### src/rtl/pam_pkg.sv
// Shared constants for the pyramidal attention mask block.
`timescale 1ns / 1ps

package pam_pkg;

	// Default sizing
	localparam int MAX_LEVELS_DEF = 4;
	localparam int MAX_INPUT_DEF  = 512;

	// Port widths fixed by the register map and the index fields
	localparam int IDX_W  = 10;
	localparam int DATA_W = 10;
	localparam int REG_W  = 3;
	localparam int LEN_W  = 10;
	localparam int LVL_W  = 3;
	localparam int WIN_W  = 5;
	localparam int WINS   = 4;

	// Register indexes
	localparam logic [REG_W-1:0] REG_INPUT_LENGTH = 3'd0;
	localparam logic [REG_W-1:0] REG_LEVEL_COUNT  = 3'd1;
	localparam logic [REG_W-1:0] REG_WINDOW_ONE   = 3'd2;
	localparam logic [REG_W-1:0] REG_WINDOW_TWO   = 3'd3;
	localparam logic [REG_W-1:0] REG_WINDOW_THREE = 3'd4;
	localparam logic [REG_W-1:0] REG_WINDOW_FOUR  = 3'd5;
	localparam logic [REG_W-1:0] REG_INNER_WIDTH  = 3'd6;

	// Register reset values
	localparam logic [LEN_W-1:0] RST_INPUT_LENGTH = 10'd512;
	localparam logic [LVL_W-1:0] RST_LEVEL_COUNT  = 3'd3;
	localparam logic [WIN_W-1:0] RST_WINDOW       = 5'd4;
	localparam logic [WIN_W-1:0] RST_INNER_WIDTH  = 5'd3;

	// Smallest legal window
	localparam logic [WIN_W-1:0] MIN_WINDOW = 5'd2;

endpackage

### src/rtl/pyramidal_attention_mask.sv
// Pyramidal attention mask: scale table builder and four-stage mask pipeline.
`timescale 1ns / 1ps

// Takes one (row_index, column_index) request per cycle while busy is low and returns
// blocked and out_of_range from the last mask pipeline stage with done high for one
// cycle; results cannot be held off. Scale sizes are built by a shared restoring
// divider, one quotient bit per cycle, each quotient $clog2(MAX_INPUT + 1) bits wide:
// after reset and after every register write busy stays high while the builder runs
// INIT and then DIV and STORE once for each effective level.
module pyramidal_attention_mask #(
	parameter int MAX_LEVELS = pam_pkg::MAX_LEVELS_DEF,
	parameter int MAX_INPUT  = pam_pkg::MAX_INPUT_DEF
) (
	input  logic                        clk,
	input  logic                        arst_n,
	input  logic                        start,
	output logic                        busy,
	input  logic [pam_pkg::IDX_W-1:0]   row_index,
	input  logic [pam_pkg::IDX_W-1:0]   column_index,
	output logic                        done,
	output logic                        blocked,
	output logic                        out_of_range,
	input  logic                        wr_en,
	input  logic [pam_pkg::REG_W-1:0]   wr_index,
	input  logic [pam_pkg::DATA_W-1:0]  wr_data
);

	localparam int NS    = MAX_LEVELS + 1;
	localparam int MAXLV = (MAX_LEVELS < 4) ? MAX_LEVELS : 4;
	localparam int SW    = $clog2(MAX_INPUT + 1);
	localparam int PW    = SW + 1;
	localparam int LW    = (SW > pam_pkg::LEN_W) ? SW : pam_pkg::LEN_W;
	localparam int XW    = (PW > pam_pkg::IDX_W) ? PW : pam_pkg::IDX_W;
	localparam int LVW   = $clog2(NS);
	localparam int CW    = $clog2(SW);
	localparam int WW    = pam_pkg::WIN_W;
	localparam int MW    = SW + WW;

	localparam logic [1:0] ST_IDLE  = 2'd0;
	localparam logic [1:0] ST_INIT  = 2'd1;
	localparam logic [1:0] ST_DIV   = 2'd2;
	localparam logic [1:0] ST_STORE = 2'd3;

	// Configuration registers
	logic [pam_pkg::LEN_W-1:0] input_length_q;
	logic [pam_pkg::LVL_W-1:0] level_count_q;
	logic [WW-1:0]             window_q [pam_pkg::WINS];
	logic [WW-1:0]             inner_width_q;

	// Scale table
	logic [SW-1:0] scale_size_q  [NS];
	logic [PW-1:0] scale_start_q [NS];
	logic [PW-1:0] scale_end_q   [NS];
	logic [WW-1:0] scale_win_q   [NS];
	logic [PW-1:0] total_q;

	// Builder
	logic [1:0]     state_q;
	logic [LVW-1:0] lvl_q;
	logic [PW-1:0]  pos_q;
	logic [SW-1:0]  div_q;
	logic [WW-1:0]  rem_q;
	logic [CW-1:0]  cnt_q;

	logic [LW-1:0]  len_ext;
	logic [SW-1:0]  n_eff;
	logic [LVW-1:0] lv_eff;
	logic [1:0]     wsel;
	logic [WW-1:0]  w_cur;
	logic [WW:0]    trial;
	logic           take;
	logic           accept;

	always_comb begin
		len_ext = LW'(input_length_q);
		if (len_ext == '0) begin
			n_eff = SW'(1);
		end else if (len_ext > LW'(MAX_INPUT)) begin
			n_eff = SW'(MAX_INPUT);
		end else begin
			n_eff = SW'(len_ext);
		end
		if (int'(level_count_q) > MAXLV) begin
			lv_eff = LVW'(MAXLV);
		end else begin
			lv_eff = LVW'(level_count_q);
		end
		wsel  = 2'(lvl_q - LVW'(1));
		w_cur = (window_q[wsel] < pam_pkg::MIN_WINDOW) ? pam_pkg::MIN_WINDOW : window_q[wsel];
		trial = {rem_q, div_q[SW-1]};
		take  = trial >= {1'b0, w_cur};
	end

	assign busy   = state_q != ST_IDLE;
	assign accept = start && !busy;

	always_ff @(posedge clk or negedge arst_n) begin
		if (!arst_n) begin
			input_length_q <= pam_pkg::RST_INPUT_LENGTH;
			level_count_q  <= pam_pkg::RST_LEVEL_COUNT;
			for (int i = 0; i < pam_pkg::WINS; i++) begin
				window_q[i] <= pam_pkg::RST_WINDOW;
			end
			inner_width_q  <= pam_pkg::RST_INNER_WIDTH;
		end else if (wr_en) begin
			unique case (wr_index)
				pam_pkg::REG_INPUT_LENGTH: input_length_q <= wr_data[pam_pkg::LEN_W-1:0];
				pam_pkg::REG_LEVEL_COUNT:  level_count_q  <= wr_data[pam_pkg::LVL_W-1:0];
				pam_pkg::REG_WINDOW_ONE:   window_q[0]    <= wr_data[WW-1:0];
				pam_pkg::REG_WINDOW_TWO:   window_q[1]    <= wr_data[WW-1:0];
				pam_pkg::REG_WINDOW_THREE: window_q[2]    <= wr_data[WW-1:0];
				pam_pkg::REG_WINDOW_FOUR:  window_q[3]    <= wr_data[WW-1:0];
				pam_pkg::REG_INNER_WIDTH:  inner_width_q  <= wr_data[WW-1:0];
				default: begin
				end
			endcase
		end
	end

	// Scale table builder: one divide per coarser level
	always_ff @(posedge clk or negedge arst_n) begin
		if (!arst_n) begin
			state_q <= ST_INIT;
			lvl_q   <= '0;
			cnt_q   <= '0;
		end else if (wr_en && (wr_index <= pam_pkg::REG_INNER_WIDTH)) begin
			state_q <= ST_INIT;
		end else begin
			unique case (state_q)
				ST_INIT: begin
					lvl_q <= LVW'(1);
					cnt_q <= '0;
					state_q <= (lv_eff == '0) ? ST_IDLE : ST_DIV;
				end
				ST_DIV: begin
					cnt_q <= cnt_q + CW'(1);
					if (cnt_q == CW'(SW - 1)) begin
						state_q <= ST_STORE;
					end
				end
				ST_STORE: begin
					cnt_q <= '0;
					if (lvl_q == lv_eff) begin
						state_q <= ST_IDLE;
					end else begin
						lvl_q   <= lvl_q + LVW'(1);
						state_q <= ST_DIV;
					end
				end
				default: begin
				end
			endcase
		end
	end

	always_ff @(posedge clk) begin
		unique case (state_q)
			ST_INIT: begin
				for (int s = 0; s < NS; s++) begin
					scale_size_q[s]  <= '0;
					scale_start_q[s] <= '0;
					scale_end_q[s]   <= '0;
					scale_win_q[s]   <= pam_pkg::MIN_WINDOW;
				end
				scale_size_q[0] <= n_eff;
				scale_end_q[0]  <= PW'(n_eff);
				pos_q   <= PW'(n_eff);
				total_q <= PW'(n_eff);
				div_q   <= n_eff;
				rem_q   <= '0;
			end
			ST_DIV: begin
				rem_q <= take ? WW'(trial - {1'b0, w_cur}) : WW'(trial);
				div_q <= {div_q[SW-2:0], take};
			end
			ST_STORE: begin
				scale_size_q[lvl_q]  <= div_q;
				scale_start_q[lvl_q] <= pos_q;
				scale_end_q[lvl_q]   <= pos_q + PW'(div_q);
				scale_win_q[lvl_q]   <= w_cur;
				pos_q   <= pos_q + PW'(div_q);
				total_q <= pos_q + PW'(div_q);
				rem_q   <= '0;
			end
			default: begin
			end
		endcase
	end

	// Stage 1: scale membership, offsets, range and neighborhood checks
	logic                          v_s1;
	logic [NS-1:0]                 mr_s1, mc_s1;
	logic [SW-1:0]                 offr_s1 [NS];
	logic [SW-1:0]                 offc_s1 [NS];
	logic                          oor_s1, near_s1;
	logic [XW-1:0]                 r_x, c_x;
	logic [pam_pkg::IDX_W-1:0]     gap;

	always_comb begin
		r_x = XW'(row_index);
		c_x = XW'(column_index);
		gap = (row_index > column_index) ? row_index - column_index
		                                 : column_index - row_index;
	end

	always_ff @(posedge clk) begin
		for (int s = 0; s < NS; s++) begin
			mr_s1[s]   <= (r_x >= XW'(scale_start_q[s])) && (r_x < XW'(scale_end_q[s]));
			mc_s1[s]   <= (c_x >= XW'(scale_start_q[s])) && (c_x < XW'(scale_end_q[s]));
			offr_s1[s] <= SW'(r_x - XW'(scale_start_q[s]));
			offc_s1[s] <= SW'(c_x - XW'(scale_start_q[s]));
		end
		oor_s1  <= (r_x >= XW'(total_q)) || (c_x >= XW'(total_q));
		near_s1 <= gap <= pam_pkg::IDX_W'(inner_width_q >> 1);
	end

	// Stage 2: relation between the two scales and parent / child offsets
	logic          v_s2;
	logic          same_s2, link_s2, near_s2, oor_s2;
	logic [SW-1:0] p_s2, q_s2, psize_s2;
	logic [WW-1:0] w_s2;

	logic          up, down;
	logic [NS-1:0] par;
	logic [SW-1:0] p_sel, q_sel, size_sel, or_sel, oc_sel;
	logic [WW-1:0] w_sel;

	always_comb begin
		up    = |(mr_s1 & (mc_s1 << 1));
		down  = |(mc_s1 & (mr_s1 << 1));
		par   = up ? mr_s1 : mc_s1;
		or_sel   = '0;
		oc_sel   = '0;
		size_sel = '0;
		w_sel    = '0;
		for (int s = 0; s < NS; s++) begin
			or_sel   = or_sel   | (offr_s1[s] & {SW{mr_s1[s]}});
			oc_sel   = oc_sel   | (offc_s1[s] & {SW{mc_s1[s]}});
			size_sel = size_sel | (scale_size_q[s] & {SW{par[s]}});
			w_sel    = w_sel    | (scale_win_q[s] & {WW{par[s]}});
		end
		p_sel = up ? or_sel : oc_sel;
		q_sel = up ? oc_sel : or_sel;
	end

	always_ff @(posedge clk) begin
		same_s2  <= |(mr_s1 & mc_s1);
		link_s2  <= up || down;
		near_s2  <= near_s1;
		oor_s2   <= oor_s1;
		p_s2     <= p_sel;
		q_s2     <= q_sel;
		psize_s2 <= size_sel;
		w_s2     <= w_sel;
	end

	// Stage 3: bounds of the parent's child window
	logic          v_s3;
	logic          same_s3, link_s3, near_s3, oor_s3, last_s3;
	logic [MW-1:0] lo_s3, hi_s3;
	logic [SW-1:0] q_s3;
	logic [MW-1:0] prod;

	assign prod = MW'(p_s2) * MW'(w_s2);

	always_ff @(posedge clk) begin
		same_s3 <= same_s2;
		link_s3 <= link_s2;
		near_s3 <= near_s2;
		oor_s3  <= oor_s2;
		last_s3 <= (p_s2 + SW'(1)) == psize_s2;
		lo_s3   <= prod;
		hi_s3   <= prod + MW'(w_s2);
		q_s3    <= q_s2;
	end

	// Stage 4: final mask bit
	logic v_s4;
	logic blocked_s4, oor_s4;
	logic allowed;
	logic [MW-1:0] q_x;

	always_comb begin
		q_x = MW'(q_s3);
		allowed = (same_s3 && near_s3) ||
		          (link_s3 && (q_x >= lo_s3) && (last_s3 || (q_x < hi_s3)));
	end

	always_ff @(posedge clk) begin
		blocked_s4 <= oor_s3 || !allowed;
		oor_s4     <= oor_s3;
	end

	always_ff @(posedge clk or negedge arst_n) begin
		if (!arst_n) begin
			v_s1 <= 1'b0;
			v_s2 <= 1'b0;
			v_s3 <= 1'b0;
			v_s4 <= 1'b0;
		end else begin
			v_s1 <= accept;
			v_s2 <= v_s1;
			v_s3 <= v_s2;
			v_s4 <= v_s3;
		end
	end

	assign done         = v_s4;
	assign blocked      = blocked_s4;
	assign out_of_range = oor_s4;

endmodule
### config.mk
export PLATFORM = sky130hd
export DESIGN_NAME = pyramidal_attention_mask
export DESIGN_NICKNAME = d
export VERILOG_FILES = /design/src/rtl/pam_pkg.sv /design/src/rtl/pyramidal_attention_mask.sv
export SDC_FILE = /design/constraint.sdc
export NUM_CORES = 1
export LEC_CHECK = 0
export BUFFER_PORTS_ARGS = -buffer_cell sky130_fd_sc_hd__buf_2
export CAP_MARGIN = 20
export CELL_PAD_IN_SITES_DETAIL_PLACEMENT = 0
export CELL_PAD_IN_SITES_GLOBAL_PLACEMENT = 1
export CORE_UTILIZATION = 50
export DETAILED_ROUTE_END_ITERATION = 12
export GPL_TIMING_DRIVEN = 0
export HOLD_SLACK_MARGIN = 0.12
export PLACE_DENSITY_LB_ADDON = 0.1
export SYNTH_ARGS = -nofsm -noshare
export SYNTH_HDL_FRONTEND = slang
export SYNTH_SLANG_ARGS = --single-unit
### constraint.sdc
create_clock -name clk -period 6.25 [get_ports clk]
set_input_delay 0.3125 -clock clk [delete_from_list [all_inputs] [get_ports clk]]
set_output_delay 0.3125 -clock clk [all_outputs]
set_load 0.02 [all_outputs]
# After elaboration in Yosys (flattened, before gate mapping)
# Memory sizes are Yosys's and may differ from the RTL's.
# Index checks and enable logic that the tools add are counted.
# op_classes
addsub,19
n_mul,1
magnitude_cmp,32
eq_ne,14
muxes,41
n_bitwise,43
reduce_logical,48
# op_table
operator,n
AND 10 bit,15
greater-or-equal comparator 10 x 11 -> 1 bit,12
bitwise OR 10 bit,12
subtractor 10 bit,12
< comparator 10 x 11 -> 1 bit,10
2-to-1 mux 10 bit,7
AND 5 bit,8
2-to-1 mux 11 bit,3
2-to-1 mux 5 bit,6
one-hot mux 11 bit (2 select lines),1
OR reduction 11 bit,2
bitwise OR 5 bit,4
one-hot mux 10 bit (2 select lines),1
OR reduction 5 bit,4
2-to-1 mux 3 bit,6
AND reduction 2 bit,9
adder 15 x 5 -> 15 bit,1
greater-or-equal comparator 10 x 15 -> 1 bit,1
logical AND 1 bit,15
< comparator 10 x 15 -> 1 bit,1
multiplier 10 x 5 -> 15 bit,1
adder 11 x 10 -> 11 bit,1
adder 10 x 1 -> 10 bit (second input constant),1
binary-select mux 5 bit (select 2 bit),1
40 further kinds,64
# totals
ff_bits,175
mem_bits_rw,285
inputBits,37
output_inout_bits,4
wordCells,243
mem_count,6
# memory_table
memory,depth,width,rd,rd_ports_with_merged_regs,write_ports,line_no,text
scale_end_q,5,11,5,0,5,pyramidal_attention_mask.sv:53,logic [PW-1:0] scale_end_q [NS];
scale_start_q,5,11,5,0,5,pyramidal_attention_mask.sv:52,logic [PW-1:0] scale_start_q [NS];
offc_s1,5,10,5,0,5,pyramidal_attention_mask.sv:194,logic [SW-1:0] offc_s1 [NS];
offr_s1,5,10,5,0,5,pyramidal_attention_mask.sv:193,logic [SW-1:0] offr_s1 [NS];
scale_size_q,5,10,5,0,5,pyramidal_attention_mask.sv:51,logic [SW-1:0] scale_size_q [NS];
scale_win_q,5,5,5,0,5,pyramidal_attention_mask.sv:54,logic [WW-1:0] scale_win_q [NS];

# Longest topological paths before layout
# Gate-level depths: netlist (run 1).
# logic_depth
word_depth,10
ltp_mapped,19

# Worst setup path after synthesis (run 1)
# Ideal clock, no wire load.
# synth_path
path_type,reg2reg
from,register p_s2[0]
to,register hi_s3[13]
setup_ns,0.124
arrival_ns,4.282
t_required_ns,6.126
path_slack_ns,1.844
stages_incl_launch_ff,16
synth_period_minus_slack_ns,4.406
cell_sequence,dfxtp_1 -> clkbuf_1 -> nand2_1 -> fa_1 -> fa_1 -> fa_1 -> inv_1 -> ha_1 -> and2b_1 -> o31a_1 -> xor2_1 -> nand2_2 -> or4_4 -> nor3_2 -> nand3_1 -> xnor2_1
# synth_between
elab_chain_len,2
# synth_rtl
item,line_no,text
"start, declared",pyramidal_attention_mask.sv:220,"logic [SW-1:0] p_s2, q_s2, psize_s2;"
"start signal, assigned",pyramidal_attention_mask.sv:251,p_s2 <= p_sel;
multiplier 10 x 5 -> 15 bit,pyramidal_attention_mask.sv:264,assign prod = MW'(p_s2) * MW'(w_s2);
net prod[6],pyramidal_attention_mask.sv:262,logic [MW-1:0] prod;
adder 15 x 5 -> 15 bit,pyramidal_attention_mask.sv:273,hi_s3 <= prod + MW'(w_s2);
"end signal, assigned",pyramidal_attention_mask.sv:273,
"end, declared",pyramidal_attention_mask.sv:260,"logic [MW-1:0] lo_s3, hi_s3;"
# The timed path passes the listed nets, and every way through them passes these cells.
# A chain may end at the register's enable or synchronous reset.

# Worst setup path after layout (run 1)
# layout_path
from,register lvl_q[1]
to,"register rem_q[1], data pin"
# layout_between
elab_chain_len,10
word_cells_on_any_way,11
classes_between,add/sub: 2; order compare: 2; mux: 6; bitwise: 1
# layout_rtl
item,line_no,text
"start, declared",pyramidal_attention_mask.sv:59,logic [LVW-1:0] lvl_q;
"start signal, assigned",pyramidal_attention_mask.sv:146,lvl_q <= lvl_q + LVW'(1);
subtractor 2 x 1 -> 2 bit *,pyramidal_attention_mask.sv:88,wsel = 2'(lvl_q - LVW'(1));
inverter 2 -> 3 bit (not written as such) *,pyramidal_attention_mask.sv:89,w_cur = (window_q[wsel] < pam_pkg::MIN_WINDOW) ? pam_pkg::MIN_WINDOW : window_q[wsel];
binary-select mux 5 bit (select 2 bit) *,pyramidal_attention_mask.sv:89,
2-to-1 mux 5 bit (not written as such) * (2 in a row),pyramidal_attention_mask.sv:89,
< comparator 5 x 2 -> 1 bit,pyramidal_attention_mask.sv:89,
2-to-1 mux 5 bit *,pyramidal_attention_mask.sv:89,
subtractor 5 bit or greater-or-equal comparator 6 x 5 -> 1 bit (tied branches),"pyramidal_attention_mask.sv:173, pyramidal_attention_mask.sv:91",
2-to-1 mux 5 bit *,pyramidal_attention_mask.sv:173,"rem_q <= take ? WW'(trial - {1'b0, w_cur}) : WW'(trial);"
one-hot mux 5 bit (2 select lines) *,pyramidal_attention_mask.sv:157,unique case (state_q)
"end signal, assigned",pyramidal_attention_mask.sv:173,
"end, declared",pyramidal_attention_mask.sv:62,logic [WW-1:0] rem_q;
# Mark *: on every way between the ends. The rest lies on a longest branch, timed or not. The select of a mux whose other input is x is not followed.

==> results of run 1 <==
==> cells in the mapped netlist (7+ instances only) <==
| library cell | number | area share, % |
|---|---|---|
| a22oi_1 | 41 | 1.2 |
| nor3b_1 | 8 | 0.23 |
| nand4_1 | 21 | 0.50 |
| o2111ai_1 | 8 | 0.27 |
| o21ai_0 | 102 | 1.9 |
| dfstp_2 | 9 | 0.90 |
| a21boi_0 | 20 | 0.57 |
| mux2i_1 | 10 | 0.38 |
| a221oi_1 | 11 | 0.37 |
| nor2_1 | 265 | 3.8 |
| ha_1 | 303 | 14 |
| and3_1 | 17 | 0.41 |
| nand2b_1 | 43 | 1.0 |
| xor2_1 | 48 | 1.6 |
| nand2_1 | 148 | 2.1 |
| xnor2_1 | 75 | 2.5 |
| nor4_1 | 11 | 0.26 |
| a222oi_1 | 36 | 1.4 |
| mux2_2 | 46 | 2.0 |
| inv_1 | 261 | 3.7 |
| or2_2 | 8 | 0.19 |
| dfxtp_1 | 198 | 15 |
| o21a_1 | 35 | 1.0 |
| o21ai_1 | 7 | 0.13 |
| nand3_1 | 30 | 0.57 |
| a2111oi_0 | 11 | 0.37 |
| a31oi_1 | 19 | 0.45 |
| a21oi_1 | 102 | 1.9 |
| and2_1 | 62 | 1.5 |
| o21bai_1 | 11 | 0.31 |
| clkbuf_1 | 62 | 0.89 |
| edfxtp_1 | 211 | 24 |
| o31a_1 | 7 | 0.23 |
| a21o_1 | 56 | 1.6 |
| or4_1 | 7 | 0.20 |
| fa_1 | 39 | 3.0 |
| a211oi_1 | 22 | 0.63 |
| nor2b_1 | 34 | 0.81 |
| nor3_1 | 22 | 0.42 |
| dfrtp_1 | 41 | 3.9 |
==> state kept, by name (all words and copies together) (netlist names), 15 cells and up <==
signal         cells
scale_size_q      50
hi_s3             15
offr_s1           50
window_q          20
lo_s3             15
scale_win_q       25
scale_start_q     55
scale_end_q       55
offc_s1           50
==> per-stage QoR <==
stage	hold slack, ns	power [mW]	util (%)	worst slack, ns	cell area (um^2)
global route	0.199	19.2	56.7	1.03	29200
global placement	0.312	14.4	52.9	0.906	27300
detailed placement	0.312	14.7	53.1	0.876	27300
finish	0.180	17.8	56.7	1.29	29200
CTS	0.156	17.8	56.6	0.934	29200
floorplan	0.0169	12.0	-	1.84	26200
==> power by group <==
group          internal, mW  switching, mW
registers              4.90          0.773
clock network          1.74           1.29
logic                  3.53           5.57
total                  10.2           7.63
==> what timing repair did <==
action                                  in CTS  in global routing
endpoints found under the setup margin       0                  0
hold buffers                                13                  0
setup buffers                                0                  0
endpoints found under the hold margin       80                  0
==> final cells by class <==
cell class | instances | area [um^2]
Buffer | 66 | 249
Clock buffer | 69 | 1430
Clock inverter | 24 | 278
Fill cell | 4570 | 22300
Inverter | 261 | 980
Multi-Input combinational cell | 1771 | 13400
Sequential cell | 459 | 11600
Tap cell | 680 | 851
Timing Repair Buffer | 61 | 435
==> cell families (layout without fill, tap and decap cells) <==
family          after synthesis  in the layout  synth area share [%]
compound gates              542            542                  14.2
xor+xnor                    123            123                  4.11
fa+ha+maj                   343            343                  17.5
buf+inv                     327            481                  4.69
flops                       459            459                  44.1
mux                          58             58                  2.53
simple gates                705            705                  12.9
==> final timing paths <==
path                        startpoint          endpoint  cells past startpoint
setup / recovery              lvl_q[1]          rem_q[1]                     12
hold / removal                  arst_n              v_s3                      2
setup reg to reg              lvl_q[1]          rem_q[1]                     12
hold reg to reg                q_s2[3]           q_s3[3]                      0
max in group asynchronous       arst_n  inner_width_q[1]                      3
min in group clk           wr_index[2]        state_q[0]                      4
==> cells in the final DEF, fill, tap and decap left out, drive strengths merged, types with 11 or more instances in the layout <==
| master | synthesis | routed |
|---|---|---|
| a2111oi | 11 | 11 |
| a211oi | 22 | 22 |
| a21boi | 20 | 20 |
| a21o | 56 | 56 |
| a21oi | 102 | 102 |
| a221oi | 11 | 11 |
| a222oi | 36 | 36 |
| a22oi | 41 | 41 |
| a31oi | 19 | 19 |
| and2 | 62 | 62 |
| and3 | 17 | 17 |
| buf | 4 | 52 |
| clkbuf | 62 | 131 |
| clkinv | 0 | 14 |
| dfrtp | 41 | 41 |
| dfxtp | 198 | 198 |
| dlygate4sd3 | 0 | 13 |
| edfxtp | 211 | 211 |
| fa | 39 | 39 |
| ha | 303 | 303 |
| inv | 261 | 266 |
| mux2 | 46 | 46 |
| nand2 | 149 | 149 |
| nand2b | 43 | 43 |
| nand3 | 30 | 30 |
| nand4 | 21 | 21 |
| nor2 | 265 | 265 |
| nor2b | 34 | 34 |
| nor3 | 24 | 24 |
| nor4 | 11 | 11 |
| o21a | 35 | 35 |
| o21ai | 109 | 109 |
| o21bai | 11 | 11 |
| xnor2 | 75 | 75 |
| xor2 | 48 | 48 |
==> routing by layer <==
metal,vias up,part of all wire (%)
li1,9346,-
met1,9353,45
met2,595,46
met3,116,5.8
met4,0,2.6
met5,-,0
==> critical path: cells and delay by family, from the launching register on <==
| family | cells | cell delay (ns) |
|---|---|---|
| multiplexers | 2 | 0.62 |
| flip-flops | 1 | 0.42 |
| adder cells (fa/ha/maj) | 2 | 0.91 |
| AO/OA/AOI/OAI | 4 | 1.70 |
| buffers and inverters | 2 | 0.71 |
| AND/OR/NAND/NOR | 2 | 0.33 |
==> results.py, run 1 <==
metrics = {
    "status": {
        "status": "completed",
    },
    "clock_network": {
        "cts.reportedPaths.clkPinSlew_ns": 0.06,
        "htree_levels": 2,
        "cts.sinks": 459,
        "ctsLongestPathBuffers": 3,
        "cts_made_buffers": 50,
        "root_buffer": "clkbuf_16",
        "tritoncts": "built",
        "worstSkewPairLatency_ns": 0.62,
        "post_cts_resized": 0,
    },
    "pwr": {
        "p_leak_nw": 12.8,
        "irDropWorstVdd_uv": 316,
        "p_per_area_nw_per_um2": 610,
    },
    "setup_path": {
        "crit_slowest_cell": "o21ai_1",
        "start_kind": "register",
        "max_stage_delay_ns": 0.86,
        "crit_path_max_fanout": 9,
        "r2r_setup_slack_ns": 1.29,
        "cp.arrival_ns": 5.32,
        "worstSetupEndpointType": "register",
        "cp.required_ns": 6.61,
        "cp_cell_sequence": "ha_1 > buf_1 > mux2_2 > o21ai_1 > a31oi_1 > fa_1 > a21oi_1 > o22ai_1 > nor3_1 > buf_2 > mux2i_1 > nor2_1",
        "crit_type": "reg2reg",
    },
    "sta": {
        "rsz0062_at_grt": "no",
        "tns_ns": 0,
        "tightest_slew_ns": 1.12,
        "finalCritPeriodShare_pct": 79.3,
        "fin_skew_ns": 0.0357,
        "fmax_mhz": 202,
        "max-slew-margin-rel_pct": 24.6,
        "fin_crit_ns": 4.96,
        "final_hold_viol_count": 0,
        "setup_viol": 0,
        "slew_viol_final": 0,
    },
    "finish": {
        "finalNetCount": 3049,
        "drive_above_1_share_pct": 7.49,
        "antenna_cells": 0,
        "area_delta_synth_final_pct": 11.4,
        "fin_cells": 3391,
    },
    "routing": {
        "first_pass_iters": 6,
        "vias_per_cell": 5.72,
        "wirelength_mm": 74.3,
        "remaining_drc_errors": 0,
        "vias": 19410,
        "antenna_left": 0,
        "drt_iter0_markers": 1746,
        "wl_per_cell_um": 21.9,
    },
    "global_routing": {
        "grt_max_degree": 51,
        "antenna_found_initial": 1,
        "grt_first_pass_wirelength_mm": 113,
        "grtUsageMet2_pct": 46.4,
        "grt_busiest_layer": "met2",
        "grt_use_met3_pct": 3.41,
        "met1_usage_pct": 38.6,
        "grt_usage_pct": 28.1,
        "grt_pass1_vias": 18859,
        "overflow": 0,
    },
    "synth": {
        "ys_types": 73,
        "syn_nets": 2936,
        "synth_warnings": 0,
        "synth-main-ff-cell": "edfxtp_1",
        "ys_ff_latch": 459,
        "syn-cell-area_um2": 26200,
        "avgSynthCellArea_um2": 10.3,
        "syn_inst": 2557,
        "synth_edf_count": 211,
        "ys_seq_area_share_pct": 44.1,
        "async_flop_share_pct": 10.9,
    },
    "placed_design": {
        "place_congestion": 0.945,
        "dpl.hpwl_mm": 55.9,
        "dp.cells": 3282,
        "io_buffers": 40,
    },
    "floorplan": {
        "core_um2": 51500,
        "die_w_um": 231,
        "dieArea_um2": 53400,
        "core.rowCount": 83,
        "fp.dieH_um": 231,
        "ios": 41,
        "initial_core_util_pct": 50.9,
    },
    "job": {
        "drv_cap": 0,
    },
    "worst_hold_path": {
        "hp-class": "in2async",
    },
}
Power figures use the tool's default switching activity.
==> run 2, diff against run 1 <==
--- a/config.mk
+++ b/config.mk
@@ -5,11 +5,12 @@
 export SDC_FILE = /design/constraint.sdc
 export NUM_CORES = 1
 export LEC_CHECK = 0
+export ABC_AREA = 1
 export BUFFER_PORTS_ARGS = -buffer_cell sky130_fd_sc_hd__buf_2
 export CAP_MARGIN = 20
 export CELL_PAD_IN_SITES_DETAIL_PLACEMENT = 0
 export CELL_PAD_IN_SITES_GLOBAL_PLACEMENT = 1
-export CORE_UTILIZATION = 50
+export CORE_UTILIZATION = 45
 export DETAILED_ROUTE_END_ITERATION = 12
 export GPL_TIMING_DRIVEN = 0
 export HOLD_SLACK_MARGIN = 0.12
==> constraint.sdc (replaced) <==
create_clock -name clk -period 4.5 [get_ports clk]
set_input_delay 0.225 -clock clk [delete_from_list [all_inputs] [get_ports clk]]
set_output_delay 0.225 -clock clk [all_outputs]
set_load 0.02 [all_outputs]
==> results.py, run 2 <==
metrics = {
    "status": {
        "status": "completed",
    },
    "synth": {
        "syn_nets": 3600,
        "avgSynthCellArea_um2": 8.53,
        "ys_ff_latch": 459,
        "synth-main-ff-cell": "edfxtp_1",
        "synth_edf_count": 211,
        "syn-cell-area_um2": 27500,
        "ys_types": 62,
        "syn_inst": 3221,
        "synthTopCellsByArea": "edfxtp_1, dfxtp_1, ha_1, nand2_1, inv_1",
        "async_flop_share_pct": 10.9,
        "ys_top_cells_by_count": "nand2_1, inv_1, ha_1",
        "synth_warnings": 0,
        "synth_top_area_cell": "edfxtp_1",
        "yosysMostFrequentCell": "nand2_1",
        "ys_seq_area_share_pct": 42.1,
        "synth_top_area_share_pct": 23.1,
    },
    "floorplan": {
        "fp.dieH_um": 249,
        "core_um2": 60400,
        "die_w_um": 249,
        "core.rowCount": 90,
        "initial_core_util_pct": 45.5,
        "dieArea_um2": 62100,
        "ios": 41,
    },
    "finish": {
        "antenna_cells": 0,
        "reg_top3": "scale_end_q: 55 flops, scale_start_q: 55 flops",
        "fin_cells": 4160,
        "finalNetCount": 3713,
        "n_fill_cell": 5784,
        "drive_above_1_share_pct": 6.75,
        "multiInputGateArea_um2": 13800,
        "layout_commonest_cell": "nand2_1",
        "area_delta_synth_final_pct": 11.9,
        "mostFrequentLayoutCells": "nand2_1, inv_1, ha_1",
        "register_area_um2": 11600,
        "stdcell_area_um2": 30700,
    },
    "clock_network": {
        "htree_levels": 2,
        "worstSkewPairLatency_ns": 0.63,
        "tritoncts": "built",
        "cts.reportedPaths.clkPinSlew_ns": 0.06,
        "cts_setup_buffers": 0,
        "cts.sinks": 459,
        "root_buffer": "clkbuf_16",
        "cts_made_buffers": 53,
        "ctsLongestPathBuffers": 3,
    },
    "routing": {
        "antenna_left": 0,
        "drt_iter0_markers": 1631,
        "vias": 22191,
        "wl_per_cell_um": 20.2,
        "first_pass_iters": 7,
        "remaining_drc_errors": 0,
        "wirelength_mm": 84.1,
        "vias_per_cell": 5.33,
    },
    "placed_design": {
        "dpl.hpwl_mm": 62.4,
        "place_congestion": 0.936,
        "io_buffers": 40,
        "dpl_cell_area_um2": 28700,
        "dp.cells": 4043,
    },
    "setup_path": {
        "crit_type": "reg2reg",
        "r2r-start": "w_s2[3]",
        "cp_top_family": "adder cells",
        "start_kind": "register",
        "crit_path_max_fanout": 10,
        "reg2reg_to": "hi_s3[13]",
        "ff2ff_path_depth": 18,
        "cp.required_ns": 5.00,
        "r2r_setup_slack_ns": 0.24,
        "crit_slowest_cell": "fa_1",
        "cp_cell_sequence": "clkbuf_4 > nand2_1 > fa_1 > fa_1 > fa_1 > inv_1 > ha_1 > xnor2_1 > ha_1 > nand2_1 > inv_1 > nand4_1 > nand3_1 > nand3_2 > nor2_4 > nand3_1 > nand2_1 > nand2_1",
        "crit_buf_inv": 3,
        "worstSetupEndpointType": "register",
        "cp.arrival_ns": 4.76,
        "max_stage_delay_ns": 0.55,
        "crit_top_cell": "nand2_1",
    },
    "global_routing": {
        "grt_usage_pct": 27.2,
        "antenna_found_initial": 4,
        "grt_max_degree": 51,
        "grt_first_pass_wirelength_mm": 128,
        "grt_pass1_vias": 22058,
        "overflow": 0,
    },
    "worst_hold_path": {
        "whs_path_depth": 5,
        "whs_endpoint": "near_s1",
        "hp-class": "in2reg",
        "worstHoldStart": "column_index[0]",
    },
    "sta": {
        "tightest_slew_ns": 1.27,
        "rsz0062_at_grt": "no",
        "finalCritPeriodShare_pct": 94.7,
        "tns_ns": 0,
        "setup_viol": 0,
        "fin_crit_ns": 4.26,
        "slew_viol_final": 0,
        "max-slew-margin-rel_pct": 14.4,
        "final_hold_viol_count": 0,
        "fmax_mhz": 235,
        "fin_skew_ns": 0.0313,
    },
    "job": {
        "drv_cap": 0,
    },
}
run 2: cells by family after synthesis:
kind of cell / after synthesis / synth area share (%)
buffers and inverters: 543 / 7.74
and+or+nand+nor: 1240 / 18.8
adders and majority gates: 342 / 16.6
AOI/OAI and AO/OA: 517 / 10.9
xor gates and xnor gates: 115 / 3.69
DFF: 459 / 42.1
muxes: 5 / 0.200
run 2: repair_timing:
item / 4_1_cts / 5_1_grt
resized for setup: 3 / 8
hold buffers: 17 / 1
setup endpoints to repair: 2 / 5
endpoints found under the hold margin: 83 / 8
run 2: through the flow:
| step | setup WS (ns) | hold slack (ns) | util, % |
|---|---|---|---|
| finish | 0.237 | 0.307 | 50.9 |
| global route | 0.00272 | 0.331 | 50.9 |
| CTS | 0.0875 | 0.291 | 50.9 |
| detailed placement | -0.0549 | 0.312 | 47.5 |
| global placement | 0.0178 | 0.313 | 47.5 |
| floorplan | 0.486 | -0.0706 | - |
run 2: layout make-up:
cell class	count	area share, %
buffer	74	1.22
clock buffer	70	4.89
clock inverter	29	1.18
inverter	467	5.72
multi-input combinational	2219	44.9
sequential	459	37.6
tap	782	3.18
timing repair buffer	60	1.35
run 2: worst max-delay path by stage:
stage	endpoint	slack, ns	start	cells after the start
4_1_cts	hi_s3[13]	0.09	w_s2[4]	18
2_1_floorplan	hi_s3[11]	0.49	w_s2[4]	17
5_1_grt	hi_s3[13]	0.003	w_s2[4]	18
3_5_place_dp	hi_s3[11]	-0.05	w_s2[4]	17
3_3_place_gp	hi_s3[11]	0.02	w_s2[4]	17
6_report	hi_s3[13]	0.24	w_s2[3]	18
run 2: per-layer routing:
layer	wire [um]	vias to the layer above	share of wire [%]	GRT usage, %
li1	-	10942	-	-
met1	37800	10478	45	36.6
met2	38700	636	46	45.3
met3	4980	135	5.9	3.78
met4	2610	0	3.1	8.40
met5	0	-	0	0
run 2: worst register-to-register path: stages, from the launching register on:
cell and delay (ns):
dfxtp_1 0.41, clkbuf_4 0.25, nand2_1 0.09, fa_1 0.49, fa_1 0.52, fa_1 0.55, inv_1 0.04, ha_1 0.35
xnor2_1 0.18, ha_1 0.35, nand2_1 0.07, inv_1 0.07, nand4_1 0.09, nand3_1 0.15, nand3_2 0.13, nor2_4 0.19
nand3_1 0.11, nand2_1 0.07, nand2_1 0.04
Power of run 2 is left out: the tool's default activity adds up to more than one toggle a clock period on the data nets, which glitch-free logic cannot reach.
